$ cat src/rtl/hsa_pkg.sv
// Shared types and constants of the handle slot allocator.
`default_nettype none

package hsa_pkg;

  // Command codes carried in the cmd field of a request word.
  typedef enum logic [1:0] {
    CMD_REG    = 2'd0,
    CMD_ADD    = 2'd1,
    CMD_GRAB   = 2'd2,
    CMD_RETIRE = 2'd3
  } cmd_t;

  // Status codes returned with every response word.
  localparam logic [1:0] ST_OK   = 2'd0;
  localparam logic [1:0] ST_MISS = 2'd1;
  localparam logic [1:0] ST_FULL = 2'd2;

  // Bit positions of the thread and node numbers inside a handle.
  localparam int unsigned THREAD_SHIFT = 32;
  localparam int unsigned HARBOR_SHIFT = 40;

  localparam int unsigned HANDLE_W = 48;
  localparam int unsigned CTX_W    = 32;
  localparam int unsigned ID_W     = 8;

  // One slot of the table as kept in memory.
  typedef struct packed {
    logic                valid;
    logic [HANDLE_W-1:0] handle;
    logic [CTX_W-1:0]    ctx;
  } slot_entry_t;

  // One response word.
  typedef struct packed {
    logic [1:0]          status;
    logic [HANDLE_W-1:0] handle_out;
    logic [CTX_W-1:0]    ctx_out;
  } rsp_word_t;

endpackage

`default_nettype wire

$ cat src/rtl/hsa_cmd_if.sv
// Request channel of the handle slot allocator.
`default_nettype none

interface hsa_cmd_if;
  logic        valid;
  logic        ready;
  logic [1:0]  cmd;
  logic [31:0] ctx_value;
  logic [7:0]  thread_id;
  logic [47:0] handle_in;

  modport source (output valid, cmd, ctx_value, thread_id, handle_in, input ready);
  modport sink   (input valid, cmd, ctx_value, thread_id, handle_in, output ready);
endinterface

`default_nettype wire

$ cat src/rtl/hsa_ctrl.sv
// Sequencer: clearing pass, slot lookup and free-slot scan over the slot memory.
`default_nettype none

module hsa_ctrl #(
  parameter int unsigned SLOT_BITS  = 10,
  parameter int unsigned LOCAL_BITS = 32
) (
  input  wire logic                 clk,
  input  wire logic                 rst,
  hsa_cmd_if.sink                   req,
  input  wire logic [7:0]           harbor,
  output logic                      res_valid,
  output hsa_pkg::rsp_word_t        res,
  input  wire logic                 res_take,
  output logic                      mem_wr_en,
  output logic [SLOT_BITS-1:0]      mem_wr_addr,
  output hsa_pkg::slot_entry_t      mem_wr_data,
  output logic                      mem_rd_en,
  output logic [SLOT_BITS-1:0]      mem_rd_addr,
  input  wire hsa_pkg::slot_entry_t mem_rd_data
);

  localparam logic [SLOT_BITS-1:0] LAST_SLOT = '1;

  typedef enum logic [3:0] {
    S_CLEAR  = 4'b0001,
    S_IDLE   = 4'b0010,
    S_LOOKUP = 4'b0100,
    S_SCAN   = 4'b1000
  } state_t;

  state_t                state, state_next;
  logic [SLOT_BITS-1:0]  clr_addr;
  logic [LOCAL_BITS-1:0] next_local, next_local_next;
  logic [LOCAL_BITS-1:0] chk_local, chk_local_next;
  logic [SLOT_BITS-1:0]  probes, probes_next;
  hsa_pkg::cmd_t         cmd_q;
  logic [31:0]           ctx_q;
  logic [7:0]            thread_q;
  logic [47:0]           hin_q;
  hsa_pkg::rsp_word_t    res_next;
  logic                  res_valid_next;

  logic                  accept;
  logic [LOCAL_BITS-1:0] local_inc;
  logic [LOCAL_BITS-1:0] local_step;
  logic [47:0]           chk_ext;
  logic [47:0]           step_ext;
  logic [47:0]           nl_ext;
  logic [63:0]           enc_wide;
  logic [47:0]           enc;
  logic                  holds;

  // Local index arithmetic; zero is reserved, so a wrap lands on one.
  always_comb begin
    local_inc  = chk_local + LOCAL_BITS'(1);
    local_step = (local_inc == '0) ? LOCAL_BITS'(1) : local_inc;
    chk_ext    = 48'(chk_local);
    step_ext   = 48'(local_step);
    nl_ext     = 48'(next_local);
    enc_wide   = 64'(chk_local)
               | (64'(harbor) << hsa_pkg::HARBOR_SHIFT)
               | (64'(thread_q) << hsa_pkg::THREAD_SHIFT);
    enc        = enc_wide[47:0];
    holds      = mem_rd_data.valid && (mem_rd_data.handle == hin_q);
  end

  // One word in flight at a time; the next is taken once the result slot is free.
  assign req.ready = (state == S_IDLE) && !res_valid;
  assign accept    = req.valid && req.ready;

  // Next-state, memory access and result logic.
  always_comb begin
    state_next      = state;
    next_local_next = next_local;
    chk_local_next  = chk_local;
    probes_next     = probes;
    res_next        = res;
    res_valid_next  = res_valid && !res_take;
    mem_wr_en       = 1'b0;
    mem_wr_addr     = hin_q[SLOT_BITS-1:0];
    mem_wr_data     = mem_rd_data;
    mem_rd_en       = 1'b0;
    mem_rd_addr     = req.handle_in[SLOT_BITS-1:0];

    case (state)
      S_CLEAR: begin
        mem_wr_en         = 1'b1;
        mem_wr_addr       = clr_addr;
        mem_wr_data       = '0;
        if (clr_addr == LAST_SLOT) begin
          state_next = S_IDLE;
        end
      end

      S_IDLE: begin
        if (accept) begin
          mem_rd_en = 1'b1;
          if (hsa_pkg::cmd_t'(req.cmd) == hsa_pkg::CMD_REG) begin
            mem_rd_addr    = nl_ext[SLOT_BITS-1:0];
            chk_local_next = next_local;
            probes_next    = '0;
            state_next     = S_SCAN;
          end else begin
            state_next = S_LOOKUP;
          end
        end
      end

      S_SCAN: begin
        // Data for chk_local arrives now; the read of the following index goes out.
        mem_rd_en      = 1'b1;
        mem_rd_addr    = step_ext[SLOT_BITS-1:0];
        chk_local_next = local_step;
        probes_next    = probes + SLOT_BITS'(1);
        if (!mem_rd_data.valid) begin
          mem_wr_en          = 1'b1;
          mem_wr_addr        = chk_ext[SLOT_BITS-1:0];
          mem_wr_data.valid  = 1'b1;
          mem_wr_data.handle = enc;
          mem_wr_data.ctx    = ctx_q;
          next_local_next    = local_step;
          res_next.status     = hsa_pkg::ST_OK;
          res_next.handle_out = enc;
          res_next.ctx_out    = '0;
          res_valid_next      = 1'b1;
          state_next          = S_IDLE;
        end else if (probes == LAST_SLOT) begin
          res_next.status     = hsa_pkg::ST_FULL;
          res_next.handle_out = '0;
          res_next.ctx_out    = '0;
          res_valid_next      = 1'b1;
          state_next          = S_IDLE;
        end
      end

      S_LOOKUP: begin
        res_next.status     = hsa_pkg::ST_MISS;
        res_next.handle_out = '0;
        res_next.ctx_out    = '0;
        res_valid_next      = 1'b1;
        state_next          = S_IDLE;
        case (cmd_q)
          hsa_pkg::CMD_ADD: begin
            if (holds) begin
              res_next.status = hsa_pkg::ST_MISS;
            end else if (mem_rd_data.valid) begin
              res_next.status = hsa_pkg::ST_FULL;
            end else begin
              mem_wr_en          = 1'b1;
              mem_wr_data.valid  = 1'b1;
              mem_wr_data.handle = hin_q;
              mem_wr_data.ctx    = ctx_q;
              res_next.status    = hsa_pkg::ST_OK;
            end
          end
          hsa_pkg::CMD_GRAB: begin
            if (holds) begin
              res_next.status  = hsa_pkg::ST_OK;
              res_next.ctx_out = mem_rd_data.ctx;
            end
          end
          hsa_pkg::CMD_RETIRE: begin
            if (holds) begin
              mem_wr_en         = 1'b1;
              mem_wr_data.valid = 1'b0;
              res_next.status   = hsa_pkg::ST_OK;
            end
          end
          default: begin
            res_next.status = hsa_pkg::ST_MISS;
          end
        endcase
      end

      default: begin
        state_next = S_CLEAR;
      end
    endcase
  end

  // Control registers.
  always_ff @(posedge clk) begin
    if (rst) begin
      state      <= S_CLEAR;
      clr_addr   <= '0;
      next_local <= LOCAL_BITS'(1);
      res_valid  <= 1'b0;
    end else begin
      state      <= state_next;
      clr_addr   <= clr_addr + SLOT_BITS'(1);
      next_local <= next_local_next;
      res_valid  <= res_valid_next;
    end
  end

  // Request and scan payload registers.
  always_ff @(posedge clk) begin
    chk_local <= chk_local_next;
    probes    <= probes_next;
    res       <= res_next;
    if (accept) begin
      cmd_q    <= hsa_pkg::cmd_t'(req.cmd);
      ctx_q    <= req.ctx_value;
      thread_q <= req.thread_id;
      hin_q    <= req.handle_in;
    end
  end

endmodule

`default_nettype wire

$ cat src/flat_wrapper.sv
// flat-port wrapper written by rule: the top's interface ports become plain ports
module hsa_ctrl_flat 
#(
  parameter int unsigned SLOT_BITS  = 10,
  parameter int unsigned LOCAL_BITS = 32
)
  (clk, rst, harbor, res_valid, res, res_take, mem_wr_en, mem_wr_addr, mem_wr_data, mem_rd_en, mem_rd_addr, mem_rd_data, req_valid, req_cmd, req_ctx_value, req_thread_id, req_handle_in, req_ready);
  hsa_cmd_if req_i ();
  input  wire logic clk;
  input  wire logic rst;
  input  wire logic [7:0] harbor;
  output logic res_valid;
  output hsa_pkg::rsp_word_t res;
  input  wire logic res_take;
  output logic mem_wr_en;
  output logic [SLOT_BITS-1:0] mem_wr_addr;
  output hsa_pkg::slot_entry_t mem_wr_data;
  output logic mem_rd_en;
  output logic [SLOT_BITS-1:0] mem_rd_addr;
  input  wire hsa_pkg::slot_entry_t mem_rd_data;
  input wire logic [$bits(req_i.valid)-1:0] req_valid;
  input wire logic [$bits(req_i.cmd)-1:0] req_cmd;
  input wire logic [$bits(req_i.ctx_value)-1:0] req_ctx_value;
  input wire logic [$bits(req_i.thread_id)-1:0] req_thread_id;
  input wire logic [$bits(req_i.handle_in)-1:0] req_handle_in;
  output wire logic [$bits(req_i.ready)-1:0] req_ready;
  assign req_i.valid = req_valid;
  assign req_i.cmd = req_cmd;
  assign req_i.ctx_value = req_ctx_value;
  assign req_i.thread_id = req_thread_id;
  assign req_i.handle_in = req_handle_in;
  assign req_ready = req_i.ready;
  hsa_ctrl #(.SLOT_BITS(SLOT_BITS), .LOCAL_BITS(LOCAL_BITS)) u_core (.clk(clk), .rst(rst), .req(req_i), .harbor(harbor), .res_valid(res_valid), .res(res), .res_take(res_take), .mem_wr_en(mem_wr_en), .mem_wr_addr(mem_wr_addr), .mem_wr_data(mem_wr_data), .mem_rd_en(mem_rd_en), .mem_rd_addr(mem_rd_addr), .mem_rd_data(mem_rd_data));
endmodule
$ cat config.mk
export PLATFORM = sky130hd
export DESIGN_NAME = hsa_ctrl_flat
export DESIGN_NICKNAME = d
export VERILOG_FILES = /design/src/rtl/hsa_pkg.sv /design/src/rtl/hsa_cmd_if.sv /design/src/rtl/hsa_ctrl.sv /design/src/flat_wrapper.sv
export SDC_FILE = /design/constraint.sdc
export NUM_CORES = 1
export LEC_CHECK = 0
export BUFFER_PORTS_ARGS = -buffer_cell sky130_fd_sc_hd__buf_2
export CORE_UTILIZATION = 50
export DETAILED_ROUTE_END_ITERATION = 10
export PLACE_DENSITY = 0.89
export SKIP_CTS_REPAIR_TIMING = 1
export SYNTH_ARGS = -nofsm -noshare
export SYNTH_HDL_FRONTEND = slang
export SYNTH_SLANG_ARGS = --single-unit
export TNS_END_PERCENT = 30
$ cat constraint.sdc
create_clock -name clk -period 6.09 [get_ports clk]
set_input_delay 0.609 -clock clk [delete_from_list [all_inputs] [get_ports clk]]
set_output_delay 0.609 -clock clk [all_outputs]
set_load 0.05 [all_outputs]
# Word level (Yosys, flattened, before mapping)
# Cells that the tools add are included.
# totals
ff_bits	261
out_inout_bits	187
inputBits	183
wordCells	92
# op_classes
muxes	44
n_bitwise	3
n_eq_ne	14
n_reduce_logical	15
addsub	3
# ops
cell	n
$pmux 81 s3	1
$mux 80	3
$mux 82	2
$pmux 82 s2	1
$mux 32	5
$mux 81	1
$pmux 32 s2	1
$pmux 10 s2	3
$mux 10	5
$eq 48x48->1	1
$or 32x48->48	1
$or 48x40->48	1
$add 32x1->32 const B	1
$logic_not 32->1	1
$add 10x1->10 const B	2
$eq 10x10->1 const B	2
$mux 4	5
$pmux 4 s4	1
$mux 1	8
$pmux 1 s2	4
$reduce_and 3->1	2
$eq 2x2->1 const B	2
$eq 4x1->1 const B	1
$eq 4x2->1 const B	1
other kinds (16)	24

# Longest topological paths before layout
# depth
depth_word	5
mapped_depth	11
mapped_depth_nobuf	8

# Worst setup path after synthesis
# OpenSTA, ideal clock, no wires.
# synth_timing
kind	input to register
startpoint	input port mem_rd_data[80] in the netlist's numbering
endpoint	register, netlist name u_core.res[0]
arrival_time_ns	4.967
path_stages	4
n_path_buf	1
setup_ns	0.551
t_required_ns	5.539
slack_ns	0.571
cell_sequence	clkbuf_1 -> nand2_1 -> a31oi_1 -> a21oi_1
# synth_via
elab_chain_len	2
# synth_rtl
item	line_no	source
start: declaration	flat_wrapper.sv:20	input wire hsa_pkg::slot_entry_t mem_rd_data;
$ne 3x2->1 (no line)	--	
$reduce_and 2->1 (no line)	--	
# No other way between the ends.
# A chain may end at the register's enable or synchronous reset.

==> metrics.md <==
| Metric | Value |
|---|---|
| Power share of the sequential group | `0.499` |
| Dpl ws | `2.19 ns` |
| Critical Path AT | `3.91 ns` |
| Maxcap violations | `0` |
| Global-route wire length before repair | `58900 um` |
| Worst path depth | `9` |
| Layout cells sized above 1 | `0.314` |
| Final net count | `roughly 1600` |
| Sum of negative setup slack | `0 ns` |
| Vias per inst | `5.95` |
| Avg Cell Area, Syn | `11.3 um^2` |
| Routed wire length | `slightly below 40000 um` |
| Crit path buffers/inverters | `3` |
| Leak | `6.27 nW` |
| NetSw | `0.794 mW` |
| Slew margin rel. | `0.101` |
| Slowest Stage Delay on Critical Path | `between 1 and 1.5 ns` |
| Crit path max-delay family | `simple AND/OR/NAND/NOR gates` |
| Vias in the first global route | `10109` |
| Comb power frac | `0.039` |
| RSZ-0062 raised after global routing | `false` |
| Max Clock Freq | `0.221 GHz` |
| GP Congestion | `roughly 0.93` |
| Slew @ Worst Pin | `1.35 ns` |
| Total number of vias | `about 11000` |
| Int Power | `3.05 mW` |
| #FFs+latches synth | `261` |
| Max IR drop VDD | `223 uV` |
| CP startpoint kind | `flip-flop` |
| DRC Markers | `0` |
| Final setup violation count | `0` |
| Post-synth cell types | `64` |
| CTS tree | `done` |
| CTS Buf Count | `28` |
| Largest net degree at the start of global routing | `79` |
| Row Count | `57` |
| Clock latency on the worst-skew pair | `about 0.55 ns` |
| Slowest-stage cell, CP | `nor2_4` |
| WS Path Type | `reg -> out` |
| IO Count | `370` |
| Outcome | `complete, no violations` |
| Clock Skews | `0.0213 ns` |
| Initial antenna violation count | `1` |
| Max clock buf depth | `3` |
| Htree depth | `1` |
| DRT iter0 DRCs | `1236` |
| Worst Reg-to-Reg Cells | `8` |
| Most used cell, CP | `nor2_4` |
| Register area share after synthesis | `0.591` |
| Clk sink count | `261` |
| Total Routing Usage GR | `0.301` |
| Clock transition at path regs | `0.06 ns` |
| Layout fillers | `1880` |
| Root Buffer | `clkbuf_16` |
| Synth Net Count | `1287` |
| Worst path cell trace | `and2b_1 > and2_1 > a21oi_1 > nor2_4 > buf_4 > nor2_4 > a222oi_1 > inv_1 > buf_2` |
| Hold Crit Class | `in -> reg` |
| Endpoint type of the worst setup path | `primary output` |
| Fin crit period | `between 4 and 5 ns` |
| Die W | `160 um` |
| Syn. warnings | `0` |
| Final Max Slew Viols | `0` |
| EDFF count, synth | `214` |
| Die Ht | `160 um` |
| Asr flop ratio synth | `0` |
| Total congestion overflow | `0` |
| Top FF cell, synth | `edfxtp_1` |
| Hold path startpoint | `req_handle_in[12]` |
| WL per Instance | `22.2 um` |
| Crit Path Max Fanout | `65` |
| Area growth syn-to-layout | `24.6%` |
| Core ar. | `0.0244 mm^2` |
| Switch share | `0.206` |
| Antenna-violating nets left | `0` |
| Pwr/cell area | `247 mW/mm^2` |
| Hold Vio Cnt, Final | `0` |
| Clock network power share | `0.461` |
| Worst path required time | `between 5 and 6 ns` |
| # port buffers | `369` |
| Critical Path Start | `u_core.state[1]` |
| Post-DP HPWL | `28600 um` |
| Worst Hold Depth | `1` |
| DR pass1 iterations | `10` |
| Setup WS post-layout | `1.57 ns` |
| Reg-to-reg startpoint | `u_core.chk_local[0]` |
| Die footprint | `0.0256 mm^2` |
| Starting Density | `0.511` |
| Mapped Area | `~0.012 mm^2` |
| Post-synthesis cell count | `1101` |
| Tcrit/Tclk final | `0.743` |
==> logic make-up after synthesis <==
family / count (synthesis) / share of synthesized area
adder cells (fa/ha/maj): 3 / 0.00301
flip-flops: 261 / 0.591
AO/OA/AOI/OAI: 200 / 0.118
XOR/XNOR: 96 / 0.0674
multiplexers: 4 / 0.00321
buffers and inverters: 118 / 0.0390
AND/OR/NAND/NOR: 419 / 0.179
==> power groups by stage <==
stage	clock network, mW	registers, mW	logic (mW)
floorplan	0	1.96	0.0519
global route	1.85	1.92	0.160
global placement	0	1.96	0.146
finish	1.77	1.92	0.152
CTS	1.80	1.92	0.150
detailed placement	0	1.96	0.149
==> layout by cell type (no fill, tap or decap), types with 4 or more instances in the layout <==
master,count
and4_1,12
o21ai_0,66
nand2_1,121
buf_4,14
buf_2,369
xor2_1,71
a21oi_1,10
nand4_1,11
clkinv_2,7
a222oi_1,38
a221o_1,25
nor3_1,13
nor3_2,4
mux2i_1,4
and4b_1,4
a211oi_1,30
edfxtp_1,214
a21o_1,6
a22oi_1,4
nor2_1,77
nor4_1,13
clkbuf_8,6
inv_1,44
o31ai_1,4
and3_1,11
dfxtp_1,47
clkbuf_16,29
and2_1,96
nand3_1,23
xnor2_1,25
nor2b_1,4
==> metal layers <==
layer,vias up,track usage,wire length [um]
li1,4728,-,-
met1,5072,0.370,14400
met4,0,0.133,1750
met3,118,0.0642,4330
met2,735,0.509,19200
met5,-,0,0
==> worst paths after layout <==
kind                                            end  slack [ns]
worst max-delay path                mem_wr_data[54]        1.57
worst min-delay path               u_core.hin_q[12]        0.23
worst max register to register  u_core.chk_local[1]        2.98
worst min register to register   u_core.clr_addr[0]        0.50
==> cell type report <==
class                      instances  area [um^2]  area share
clock inverter                    14          163      0.0105
timing repair buffer             383         1950       0.126
clock buffer                      38          820      0.0527
multi-input combinational        722         4660       0.300
tap                              324          405      0.0261
inverter                          46          174      0.0112
sequential                       261         7370       0.474
antenna                            1         2.50    0.000161
==> registers in the layout, summed over array words and instances (netlist names) <==
| name | count |
|---|---|
| u_core.res | 82 |
| u_core.hin_q | 48 |
| u_core.chk_local | 32 |
| u_core.ctx_q | 32 |
| u_core.next_local | 32 |
| u_core.clr_addr | 10 |
| u_core.probes | 10 |
| u_core.thread_q | 8 |
| u_core.state | 4 |
| u_core.cmd_q | 2 |
| u_core.res_valid | 1 |
==> synth_stat cells (3+ instances only) <==
cell type / number / area share
edfxtp_1: 214 / 0.52
nand2_1: 121 / 0.036
and2_1: 96 / 0.048
nor2_1: 81 / 0.024
xor2_1: 71 / 0.050
o21ai_0: 66 / 0.026
clkbuf_1: 55 / 0.017
dfxtp_1: 47 / 0.075
inv_1: 45 / 0.014
a222oi_1: 38 / 0.030
a211oi_1: 30 / 0.018
a221o_1: 25 / 0.020
xnor2_1: 25 / 0.018
nand3_1: 23 / 0.0092
nor3_1: 14 / 0.0056
nor4_1: 13 / 0.0065
and4_1: 12 / 0.0084
a21oi_1: 11 / 0.0044
and3_1: 11 / 0.0055
buf_2: 11 / 0.0044
nand4_1: 11 / 0.0055
a21o_1: 6 / 0.0036
a22oi_1: 4 / 0.0024
and4b_1: 4 / 0.0032
mux2i_1: 4 / 0.0032
nor2b_1: 4 / 0.0020
o31ai_1: 4 / 0.0024
a31oi_1: 3 / 0.0015
buf_6: 3 / 0.0027
ha_1: 3 / 0.0030
nor3_2: 3 / 0.0024
o21a_1: 3 / 0.0018
or2_2: 3 / 0.0015
==> per-stage QoR <==
stage	area, um^2	total power [mW]	cells	util	hold WS, ns
2_1_floorplan	12500	2.01	1101	-	0.425
3_3_place_gp	14600	2.10	1736	0.597	0.471
3_5_place_dp	14600	2.11	1736	0.597	0.483
4_1_cts	15500	3.87	1788	0.637	0.223
5_1_grt	15500	3.93	1788	0.637	0.228
6_report	15500	3.85	1789	0.637	0.230
(Power assumes the default switching activity.)
